`src/rtl/core/sobel_edge_window_defines.svh`:
```
// Assertion macros for the Sobel edge window block.
// Used by the top level; no other dependencies.
`ifndef SOBEL_EDGE_WINDOW_DEFINES_SVH
`define SOBEL_EDGE_WINDOW_DEFINES_SVH

`ifndef SYNTHESIS
`define SOBW_ASSERT_SAME(lbl, pre, post) \
  lbl: assert property (@(posedge clk) disable iff (!rst_n) (pre) |-> (post)) \
    else $error("sobel_edge_window: same-cycle check failed");
`define SOBW_ASSERT_NEXT(lbl, pre, post) \
  lbl: assert property (@(posedge clk) disable iff (!rst_n) (pre) |=> (post)) \
    else $error("sobel_edge_window: next-cycle check failed");
`else
`define SOBW_ASSERT_SAME(lbl, pre, post)
`define SOBW_ASSERT_NEXT(lbl, pre, post)
`endif

`endif

```
`src/rtl/core/sobw_pkg.sv`:
```
// Shared types and constants of the Sobel edge window block.
// No dependencies.
`default_nettype none

package sobw_pkg;

  localparam int PIX_BITS      = 8;
  localparam int LW_BITS       = 7;
  localparam int FH_BITS       = 12;
  localparam int CFG_ADDR_BITS = 3;
  localparam int CFG_DATA_BITS = 32;
  localparam int MIN_DIM       = 3;
  localparam int WIN_SPAN      = 2;

  typedef logic [PIX_BITS-1:0] pix_t;

  typedef enum logic {
    REG_LINE_WIDTH   = 1'b0,
    REG_FRAME_HEIGHT = 1'b1
  } sobw_reg_t;

  typedef struct packed {
    pix_t top;
    pix_t mid;
    pix_t bot;
  } sobw_col_t;

  typedef struct packed {
    logic take;
    logic emit;
    logic last;
  } sobw_ctl_t;

endpackage

`default_nettype wire

```
`src/rtl/core/sobw_ram.sv`:
```
// Generic single-write, single-read RAM with registered read data.
// No dependencies.
`default_nettype none

module sobw_ram #(
  parameter int WIDTH = 8,
  parameter int DEPTH = 64
) (
  input  logic                                  clk,
  input  logic                                  wr_en,
  input  logic [((DEPTH > 1) ? $clog2(DEPTH) : 1)-1:0] wr_addr,
  input  logic [WIDTH-1:0]                      wr_data,
  input  logic [((DEPTH > 1) ? $clog2(DEPTH) : 1)-1:0] rd_addr,
  output logic [WIDTH-1:0]                      rd_data
);

  logic [WIDTH-1:0] mem_r [DEPTH];
  logic [WIDTH-1:0] rd_data_r;

  always_ff @(posedge clk) begin
    if (wr_en) begin
      mem_r[wr_addr] <= wr_data;
    end
    rd_data_r <= mem_r[rd_addr];
  end

  assign rd_data = rd_data_r;

endmodule

`default_nettype wire

```
`src/rtl/core/sobw_cell.sv`:
```
// One window column cell: holds top, middle and bottom pixels of a column.
// Depends on sobw_pkg.
`default_nettype none

module sobw_cell (
  input  logic                clk,
  input  logic                rst_n,
  input  logic                shift_en,
  input  sobw_pkg::sobw_col_t col_in,
  output sobw_pkg::sobw_col_t col_out
);
  import sobw_pkg::*;

  sobw_col_t col_r;
  sobw_col_t col_nxt;

  always_comb begin
    col_nxt = shift_en ? col_in : col_r;
  end

  always_ff @(posedge clk) begin
    if (!rst_n) begin
      col_r <= '0;
    end else begin
      col_r <= col_nxt;
    end
  end

  assign col_out = col_r;

endmodule

`default_nettype wire

```
`src/rtl/core/sobw_kernel.sv`:
```
// Sobel kernel sum over the 3x3 window and the output register.
// Depends on sobw_pkg.
`default_nettype none

module sobw_kernel (
  input  logic                clk,
  input  logic                rst_n,
  input  sobw_pkg::sobw_ctl_t ctl,
  input  sobw_pkg::sobw_col_t left_col,
  input  sobw_pkg::sobw_col_t center_col,
  input  sobw_pkg::sobw_col_t right_col,
  input  logic                out_ready,
  output logic                out_valid,
  output sobw_pkg::pix_t      out_edge_value,
  output logic                out_last_of_frame
);
  import sobw_pkg::*;

  pix_t gx;
  pix_t gy;
  pix_t edge_sum;

  logic valid_r;
  logic valid_nxt;
  pix_t edge_r;
  logic last_r;

  always_comb begin
    gx = right_col.top - left_col.top
       - {left_col.mid[PIX_BITS-2:0], 1'b0} + {right_col.mid[PIX_BITS-2:0], 1'b0}
       - left_col.bot + right_col.bot;
    gy = left_col.top + {center_col.top[PIX_BITS-2:0], 1'b0} + right_col.top
       - left_col.bot - {center_col.bot[PIX_BITS-2:0], 1'b0} - right_col.bot;
    edge_sum = gx + gy;
  end

  always_comb begin
    valid_nxt = valid_r;
    if (ctl.take) begin
      valid_nxt = ctl.emit;
    end else if (out_ready) begin
      valid_nxt = 1'b0;
    end
  end

  always_ff @(posedge clk) begin
    if (!rst_n) begin
      valid_r <= 1'b0;
    end else begin
      valid_r <= valid_nxt;
    end
  end

  always_ff @(posedge clk) begin
    if (ctl.take && ctl.emit) begin
      edge_r <= edge_sum;
      last_r <= ctl.last;
    end
  end

  assign out_valid         = valid_r;
  assign out_edge_value    = edge_r;
  assign out_last_of_frame = last_r;

endmodule

`default_nettype wire

```
`src/rtl/core/sobel_edge_window.sv`:
```
// Streaming 3x3 Sobel edge window. Takes one 8-bit gray pixel per clock in
// raster order and, once a pixel closes a full 3x3 window, delivers one edge
// value (horizontal plus vertical Sobel sum, modulo 256) in the next cycle;
// the last value of a frame carries last_of_frame. Sustained rate is one
// pixel per clock: a new pixel is taken whenever the output register is
// empty or being drained in the same cycle. The two line stores are
// registered-read RAMs whose next entry is fetched ahead through col_nxt, so no
// stall is needed between pixels. Line stores need no clearing after reset.
// Registers: line_width at 0x0, frame_height at 0x4.
// Depends on sobw_pkg, sobw_ram, sobw_cell, sobw_kernel and the defines header.
`default_nettype none

`include "sobel_edge_window_defines.svh"

module sobel_edge_window #(
  parameter int MAX_WIDTH = 64
) (
  input  logic                                 clk,
  input  logic                                 rst_n,
  input  logic                                 in_valid,
  output logic                                 in_ready,
  input  sobw_pkg::pix_t                       in_pixel,
  output logic                                 out_valid,
  input  logic                                 out_ready,
  output sobw_pkg::pix_t                       out_edge_value,
  output logic                                 out_last_of_frame,
  input  logic                                 cfg_psel,
  input  logic                                 cfg_penable,
  input  logic                                 cfg_pwrite,
  input  logic [sobw_pkg::CFG_ADDR_BITS-1:0]   cfg_paddr,
  input  logic [sobw_pkg::CFG_DATA_BITS-1:0]   cfg_pwdata,
  output logic [sobw_pkg::CFG_DATA_BITS-1:0]   cfg_prdata,
  output logic                                 cfg_pready
);
  import sobw_pkg::*;

  localparam int CW     = (MAX_WIDTH > 1) ? $clog2(MAX_WIDTH) : 1;
  localparam int WW_RAW = $clog2(MAX_WIDTH + 1);
  localparam int WW     = (WW_RAW > LW_BITS) ? WW_RAW : LW_BITS;
  localparam int REG_SEL_BIT = 2;

  logic [LW_BITS-1:0] line_width_r;
  logic [FH_BITS-1:0] frame_height_r;
  logic               cfg_wr;

  logic [CW-1:0]      col_r;
  logic [CW-1:0]      col_nxt;
  logic [FH_BITS-1:0] row_r;
  logic [FH_BITS-1:0] row_nxt;

  logic [WW-1:0]      lw_ext;
  logic [WW-1:0]      width_eff;
  logic [FH_BITS-1:0] height_eff;
  logic [WW-1:0]      col_ext;
  logic [WW-1:0]      col_inc;
  logic [FH_BITS:0]   row_inc;
  logic               col_wrap;
  logic               row_wrap;

  logic               take;
  sobw_ctl_t          ctl;
  pix_t               rd_one;
  pix_t               rd_two;
  sobw_col_t          new_col;
  sobw_col_t          center_col;
  sobw_col_t          left_col;

  // configuration port
  assign cfg_pready = 1'b1;
  assign cfg_wr     = cfg_psel && cfg_penable && cfg_pwrite && cfg_pready;

  always_ff @(posedge clk) begin
    if (!rst_n) begin
      line_width_r   <= LW_BITS'(64);
      frame_height_r <= FH_BITS'(64);
    end else if (cfg_wr) begin
      case (sobw_reg_t'(cfg_paddr[REG_SEL_BIT]))
        REG_LINE_WIDTH:   line_width_r   <= cfg_pwdata[LW_BITS-1:0];
        REG_FRAME_HEIGHT: frame_height_r <= cfg_pwdata[FH_BITS-1:0];
        default: ;
      endcase
    end
  end

  always_comb begin
    case (sobw_reg_t'(cfg_paddr[REG_SEL_BIT]))
      REG_LINE_WIDTH:   cfg_prdata = CFG_DATA_BITS'(line_width_r);
      REG_FRAME_HEIGHT: cfg_prdata = CFG_DATA_BITS'(frame_height_r);
      default:          cfg_prdata = '0;
    endcase
  end

  // frame geometry and position
  always_comb begin
    lw_ext = WW'(line_width_r);
    if (lw_ext < WW'(MIN_DIM)) begin
      width_eff = WW'(MIN_DIM);
    end else if (lw_ext > WW'(MAX_WIDTH)) begin
      width_eff = WW'(MAX_WIDTH);
    end else begin
      width_eff = lw_ext;
    end
    if (frame_height_r < FH_BITS'(MIN_DIM)) begin
      height_eff = FH_BITS'(MIN_DIM);
    end else begin
      height_eff = frame_height_r;
    end
  end

  assign in_ready = !out_valid || out_ready;
  assign take     = in_valid && in_ready;

  always_comb begin
    col_ext  = WW'(col_r);
    col_inc  = col_ext + WW'(1);
    row_inc  = {1'b0, row_r} + (FH_BITS + 1)'(1);
    col_wrap = col_inc >= width_eff;
    row_wrap = row_inc >= {1'b0, height_eff};

    col_nxt = col_r;
    row_nxt = row_r;
    if (take) begin
      if (col_wrap) begin
        col_nxt = '0;
        row_nxt = row_wrap ? '0 : row_inc[FH_BITS-1:0];
      end else begin
        col_nxt = col_inc[CW-1:0];
      end
    end

    ctl.take = take;
    ctl.emit = (col_ext >= WW'(WIN_SPAN)) && (row_r >= FH_BITS'(WIN_SPAN))
            && (col_ext < width_eff) && (row_r < height_eff);
    ctl.last = (row_r == height_eff - FH_BITS'(1)) && (col_ext == width_eff - WW'(1));
  end

  always_ff @(posedge clk) begin
    if (!rst_n) begin
      col_r <= '0;
      row_r <= '0;
    end else begin
      col_r <= col_nxt;
      row_r <= row_nxt;
    end
  end

  // line stores: write the current column, fetch the next one
  sobw_ram #(
    .WIDTH (PIX_BITS),
    .DEPTH (MAX_WIDTH)
  ) u_line_one_up (
    .clk     (clk),
    .wr_en   (take),
    .wr_addr (col_r),
    .wr_data (in_pixel),
    .rd_addr (col_nxt),
    .rd_data (rd_one)
  );

  sobw_ram #(
    .WIDTH (PIX_BITS),
    .DEPTH (MAX_WIDTH)
  ) u_line_two_up (
    .clk     (clk),
    .wr_en   (take),
    .wr_addr (col_r),
    .wr_data (rd_one),
    .rd_addr (col_nxt),
    .rd_data (rd_two)
  );

  assign new_col.top = rd_two;
  assign new_col.mid = rd_one;
  assign new_col.bot = in_pixel;

  // window columns
  sobw_cell u_cell_center (
    .clk      (clk),
    .rst_n    (rst_n),
    .shift_en (take),
    .col_in   (new_col),
    .col_out  (center_col)
  );

  sobw_cell u_cell_left (
    .clk      (clk),
    .rst_n    (rst_n),
    .shift_en (take),
    .col_in   (center_col),
    .col_out  (left_col)
  );

  sobw_kernel u_kernel (
    .clk               (clk),
    .rst_n             (rst_n),
    .ctl               (ctl),
    .left_col          (left_col),
    .center_col        (center_col),
    .right_col         (new_col),
    .out_ready         (out_ready),
    .out_valid         (out_valid),
    .out_edge_value    (out_edge_value),
    .out_last_of_frame (out_last_of_frame)
  );

  `SOBW_ASSERT_SAME(a_stall_blocks_input, out_valid && !out_ready, !in_ready)
  `SOBW_ASSERT_NEXT(a_last_restarts_frame, take && ctl.emit && ctl.last,
                    col_r == '0 && row_r == '0)
  `SOBW_ASSERT_NEXT(a_no_result_no_valid, take && !ctl.emit, !out_valid)

endmodule

`default_nettype wire
```
`config.mk`:
```
export PLATFORM = sky130hd
export DESIGN_NAME = sobel_edge_window
export DESIGN_NICKNAME = d
export VERILOG_FILES = /design/src/rtl/core/sobw_pkg.sv /design/src/rtl/core/sobw_ram.sv /design/src/rtl/core/sobw_cell.sv /design/src/rtl/core/sobw_kernel.sv /design/src/rtl/core/sobel_edge_window.sv
export VERILOG_INCLUDE_DIRS = /design/src /design/src/rtl/core
export SDC_FILE = /design/constraint.sdc
export NUM_CORES = 2
export LEC_CHECK = 0
export BUFFER_PORTS_ARGS = -buffer_cell sky130_fd_sc_hd__buf_2
export CORE_MARGIN = 1.5
export CORE_UTILIZATION = 41
export DETAILED_ROUTE_END_ITERATION = 10
export MAX_ROUTING_LAYER = met4
export PLACE_DENSITY_LB_ADDON = 0.05
export SETUP_SLACK_MARGIN = 0.1
export SYNTH_ARGS = -nofsm -noshare
export SYNTH_HDL_FRONTEND = slang
export SYNTH_SLANG_ARGS = --single-unit
export TNS_END_PERCENT = 30
```
`constraint.sdc`:
```
create_clock -name clk -period 8.2 [get_ports clk]
set_input_delay 1.23 -clock clk [delete_from_list [all_inputs] [get_ports clk]]
set_output_delay 1.23 -clock clk [all_outputs]
set_load 0.01 [all_outputs]
```
==> flow_metrics.py <==
metrics = {
    "global_route": {
        "globalRoute.totalOverflow": 0,
        "grt_max_degree": 119,
        "global_route_wire_length_before_repair_mm": 173.5,
        "overall_fraction_of_global_route_tracks_in_use_pct": 22.62,
        "initial_antenna_violation_count": 3,
        "vias_in_the_first_global_route": 25830,
    },
    "drt": {
        "first_pass_iters": 8,
        "remaining_drc_errors": 0,
        "route.antenna.remaining_nets": 0,
        "routed_wl_per_cell_um": 24.59,
        "dr_total_vias": 26270,
        "drt_first_iter_violations": 2039,
        "post_dr_vias_cell": 5.488,
        "drt_wl_total_mm": 117.7,
    },
    "timing": {
        "min_cycle_time_layout_ps": 6140,
        "clock_skews_ps": 36.66,
        "fmax_mhz": 162.9,
        "maxSlewViolCount": 0,
        "worst_slew_margin_rel_pct": 13.73,
        "final_setup_viols": 0,
        "finalHoldViolations": 0,
        "period_share_pct": 74.88,
        "worstMarginPinSlew_ps": 1289,
        "unrepaired_setup_endpoints_after_global_routing": "false",
        "totalNegativeSetupSlack_ps": 0,
    },
    "yosys": {
        "post_synth_instance_area_um2": 42960,
        "synth-seq-cells": 999,
        "synth_enable_flop_cells": 905,
        "postSynth.asyncResetShare_pct": 0,
        "syn_area_per_cell_um2": 13.13,
        "synth_cells": 3272,
        "portion_of_the_post_synthesis_area_used_by_sequential_elements_pct": 67.64,
        "ys_types": 69,
        "dominantRegCellSynth": "sky130_fd_sc_hd__edfxtp_1",
        "synth.yosys.warnings": 0,
    },
    "place": {
        "post_placement_cell_count": 4569,
        "place_congestion": 0.8433,
        "hpwlAfterDp_mm": 70.82,
        "port_buffers": 49,
    },
    "final_layout": {
        "synthToLayoutAreaGrowth_pct": 12.61,
        "design.final.nets": 3458,
        "count_of_filler_cells_inserted_in_the_layout": 9190,
        "layout-drive-gt1-share_pct": 10.08,
        "stdcell_count": 4787,
    },
    "cts": {
        "clkSlewWorstSetupHoldPaths_ps": 60,
        "holdBufCountCts": 0,
        "clock-sinks": 999,
        "number_of_post_cts_setup_repair_buffers": 0,
        "clkLatencyLatePin_ps": 720,
        "numCtsBuffers": 112,
        "root_buffer": "sky130_fd_sc_hd__clkbuf_16",
        "clock_tree.htree_level_count": 3,
        "cts_max_path_buffers": 3,
        "cts-resized-gates": 0,
        "tritoncts": "done",
    },
    "setup_path": {
        "cp.arrival_ps": 6600,
        "critPathCaptureType": "flip-flop",
        "worstPathCellList": "nand3_1 -> nor2_1 -> ha_1 -> nand2_1 -> o21ai_1 -> a2bb2oi_1 -> and2_4 -> buf_4 -> mux2i_1 -> mux2i_1 -> a32oi_1 -> and4_1 -> nand4_1",
        "cpMostUsedCell": "sky130_fd_sc_hd__mux2i_1",
        "slowest_stage": "sky130_fd_sc_hd__dfxtp_1",
        "path_class": "reg2reg",
        "timing.critical_path.slowest_cell_delay_ps": 840,
        "critical_path_peak_fanout": 59,
        "startpoint_type": "flip-flop",
        "worstPathRequired_ps": 8660,
    },
    "run": {
        "max-cap-violations": 0,
    },
    "status": {
        "result_of_the_run": "finished clean",
    },
    "die": {
        "pin_count": 94,
        "placement_rows": 118,
        "dieHeight_um": 326.7,
        "die-width_um": 326.7,
        "core_region_area_um2": 103600,
        "start_util_pct": 41.45,
        "die_area_um2": 106700,
    },
    "power": {
        "power.leakage_uw": 0.01712,
        "power_per_cell_area_nw_per_um2": 271.2,
        "vdd.ir_drop.worst_v": 0.0003771,
    },
    "worst_hold_path": {
        "worst_hold_check_path_type": "reg2reg",
    },
}
## registers in the layout, summed over array words and instances (netlist names)
signal and count:
u_line_two_up.rd_data 7, u_cell_left.col_out 21, u_kernel.out_edge_value 8, row_r 12, frame_height_r 12, line_width_r 7
u_line_two_up.mem_r 448, u_kernel.out_last_of_frame 1, u_line_one_up.rd_data 7, u_cell_center.col_out 21, col_r 6, u_kernel.out_valid 1
u_line_one_up.mem_r 448
## final cells by class
cell class              count  area (um2)  share of cell area, %
flip-flops and latches    999       29070                  60.09
multi-input cells        1943       12510                  25.87
clock buffers             153        2997                  6.195
well taps                1380        1727                  3.569
repair buffers            148        1054                  2.178
clock inverters            61       636.9                  1.317
inverters                  99       371.6                 0.7682
diodes                      4       10.01                0.02069
## Yosys cell counts, types with 10 or more instances
library cell / count / area share [%]
sky130_fd_sc_hd__nand3_1: 204 / 2.4
sky130_fd_sc_hd__a211oi_1: 104 / 1.8
sky130_fd_sc_hd__fa_1: 53 / 2.5
sky130_fd_sc_hd__and4_1: 16 / 0.33
sky130_fd_sc_hd__a21oi_1: 84 / 0.98
sky130_fd_sc_hd__nor4_1: 24 / 0.35
sky130_fd_sc_hd__o21a_1: 12 / 0.21
sky130_fd_sc_hd__and3_1: 111 / 1.6
sky130_fd_sc_hd__o31a_1: 13 / 0.27
sky130_fd_sc_hd__clkbuf_1: 144 / 1.3
sky130_fd_sc_hd__inv_1: 97 / 0.85
sky130_fd_sc_hd__a41oi_1: 14 / 0.29
sky130_fd_sc_hd__nor2_1: 102 / 0.89
sky130_fd_sc_hd__and2_1: 10 / 0.15
sky130_fd_sc_hd__edfxtp_1: 905 / 63
sky130_fd_sc_hd__xnor2_1: 45 / 0.92
sky130_fd_sc_hd__o21ai_0: 13 / 0.15
sky130_fd_sc_hd__nand2_1: 638 / 5.6
sky130_fd_sc_hd__nand4_1: 32 / 0.47
sky130_fd_sc_hd__a32oi_1: 54 / 1.1
sky130_fd_sc_hd__buf_4: 26 / 0.45
sky130_fd_sc_hd__mux2i_1: 197 / 4.6
sky130_fd_sc_hd__dfxtp_1: 94 / 4.4
sky130_fd_sc_hd__a311oi_1: 42 / 0.86
sky130_fd_sc_hd__buf_1: 13 / 0.11
sky130_fd_sc_hd__ha_1: 52 / 1.5
sky130_fd_sc_hd__buf_2: 60 / 0.70
## report_power, final
group          internal (uW)  switching, uW  leakage (uW)
sequential              5840           50.8       0.00891
clock                   2910           2030       0.00177
combinational            855           1430       0.00644
total                   9600           3520        0.0171
## metal layers
metal	routed length [um]	GRT usage, %	vias to the layer above
li1	-	-	12120
met1	53840	31.14	13300
met2	55550	35.49	675
met3	5325	2.830	174
met4	2989	6.079	0
met5	0	-	-
## kinds of logic after synthesis
logic type,share of synthesized area (%)
and+or+nand+nor,12.31
adders and majority gates,4.008
xor gates and xnor gates,1.081
buffers and inverters,3.559
other,0.01748
muxes,4.774
AOI/OAI and AO/OA,6.614
DFF,67.64
## critical path, delay by kind of cell, from the launching register on
family / cells / cell delay (ps)
DFF: 1 / 840
AOI/OAI and AO/OA: 3 / 1370
muxes: 2 / 360
buffers and inverters: 1 / 540
and+or+nand+nor: 6 / 2440
adders and majority gates: 1 / 230
## path summary, 6_finish.rpt
kind	start	to	slack, ps	cells after the start
hold / removal	u_cell_center.col_out[8]$_SDFFE_PN0P_	u_cell_left.col_out[8]$_SDFFE_PN0P_	450	2
setup reg to reg	col_r[3]$_SDFF_PN0_	u_line_one_up.rd_data[5]$_DFF_P_	2060	13
hold reg to reg	u_cell_center.col_out[8]$_SDFFE_PN0P_	u_cell_left.col_out[8]$_SDFFE_PN0P_	450	2
setup / recovery	col_r[3]$_SDFF_PN0_	u_line_one_up.rd_data[5]$_DFF_P_	2060	13
## metrics by stage
stage                     utilization (%)  worst slack (ps)  total power [uW]  area [um2]  hold WS (ps)
after floorplan                         -              3138              7638       43030         431.9
after global placement              43.16              2164              8309       44730         437.3
after detailed placement            43.16              2172              8326       44730         442.8
after CTS                           46.66              2181             13270       48370         450.4
after global routing                46.66              1673             13700       48370         468.1
final                               46.67              2060             13120       48380         449.0
## placed cells by master, fill, tap and decap left out, types with 26 or more instances in the layout
cell / instances
sky130_fd_sc_hd__nand2_1: 635
sky130_fd_sc_hd__a32oi_1: 54
sky130_fd_sc_hd__a21oi_1: 84
sky130_fd_sc_hd__inv_1: 97
sky130_fd_sc_hd__buf_2: 48
sky130_fd_sc_hd__a311oi_1: 42
sky130_fd_sc_hd__edfxtp_1: 905
sky130_fd_sc_hd__mux2i_1: 197
sky130_fd_sc_hd__clkbuf_16: 112
sky130_fd_sc_hd__nor2_1: 92
sky130_fd_sc_hd__a211oi_1: 104
sky130_fd_sc_hd__nand4_1: 32
sky130_fd_sc_hd__clkinv_1: 26
sky130_fd_sc_hd__nand3_1: 204
sky130_fd_sc_hd__xnor2_1: 45
sky130_fd_sc_hd__fa_1: 53
sky130_fd_sc_hd__clkbuf_1: 37
sky130_fd_sc_hd__ha_1: 52
sky130_fd_sc_hd__buf_4: 95
sky130_fd_sc_hd__dfxtp_1: 87
sky130_fd_sc_hd__and3_1: 111
Power figures use the tool's default switching activity.
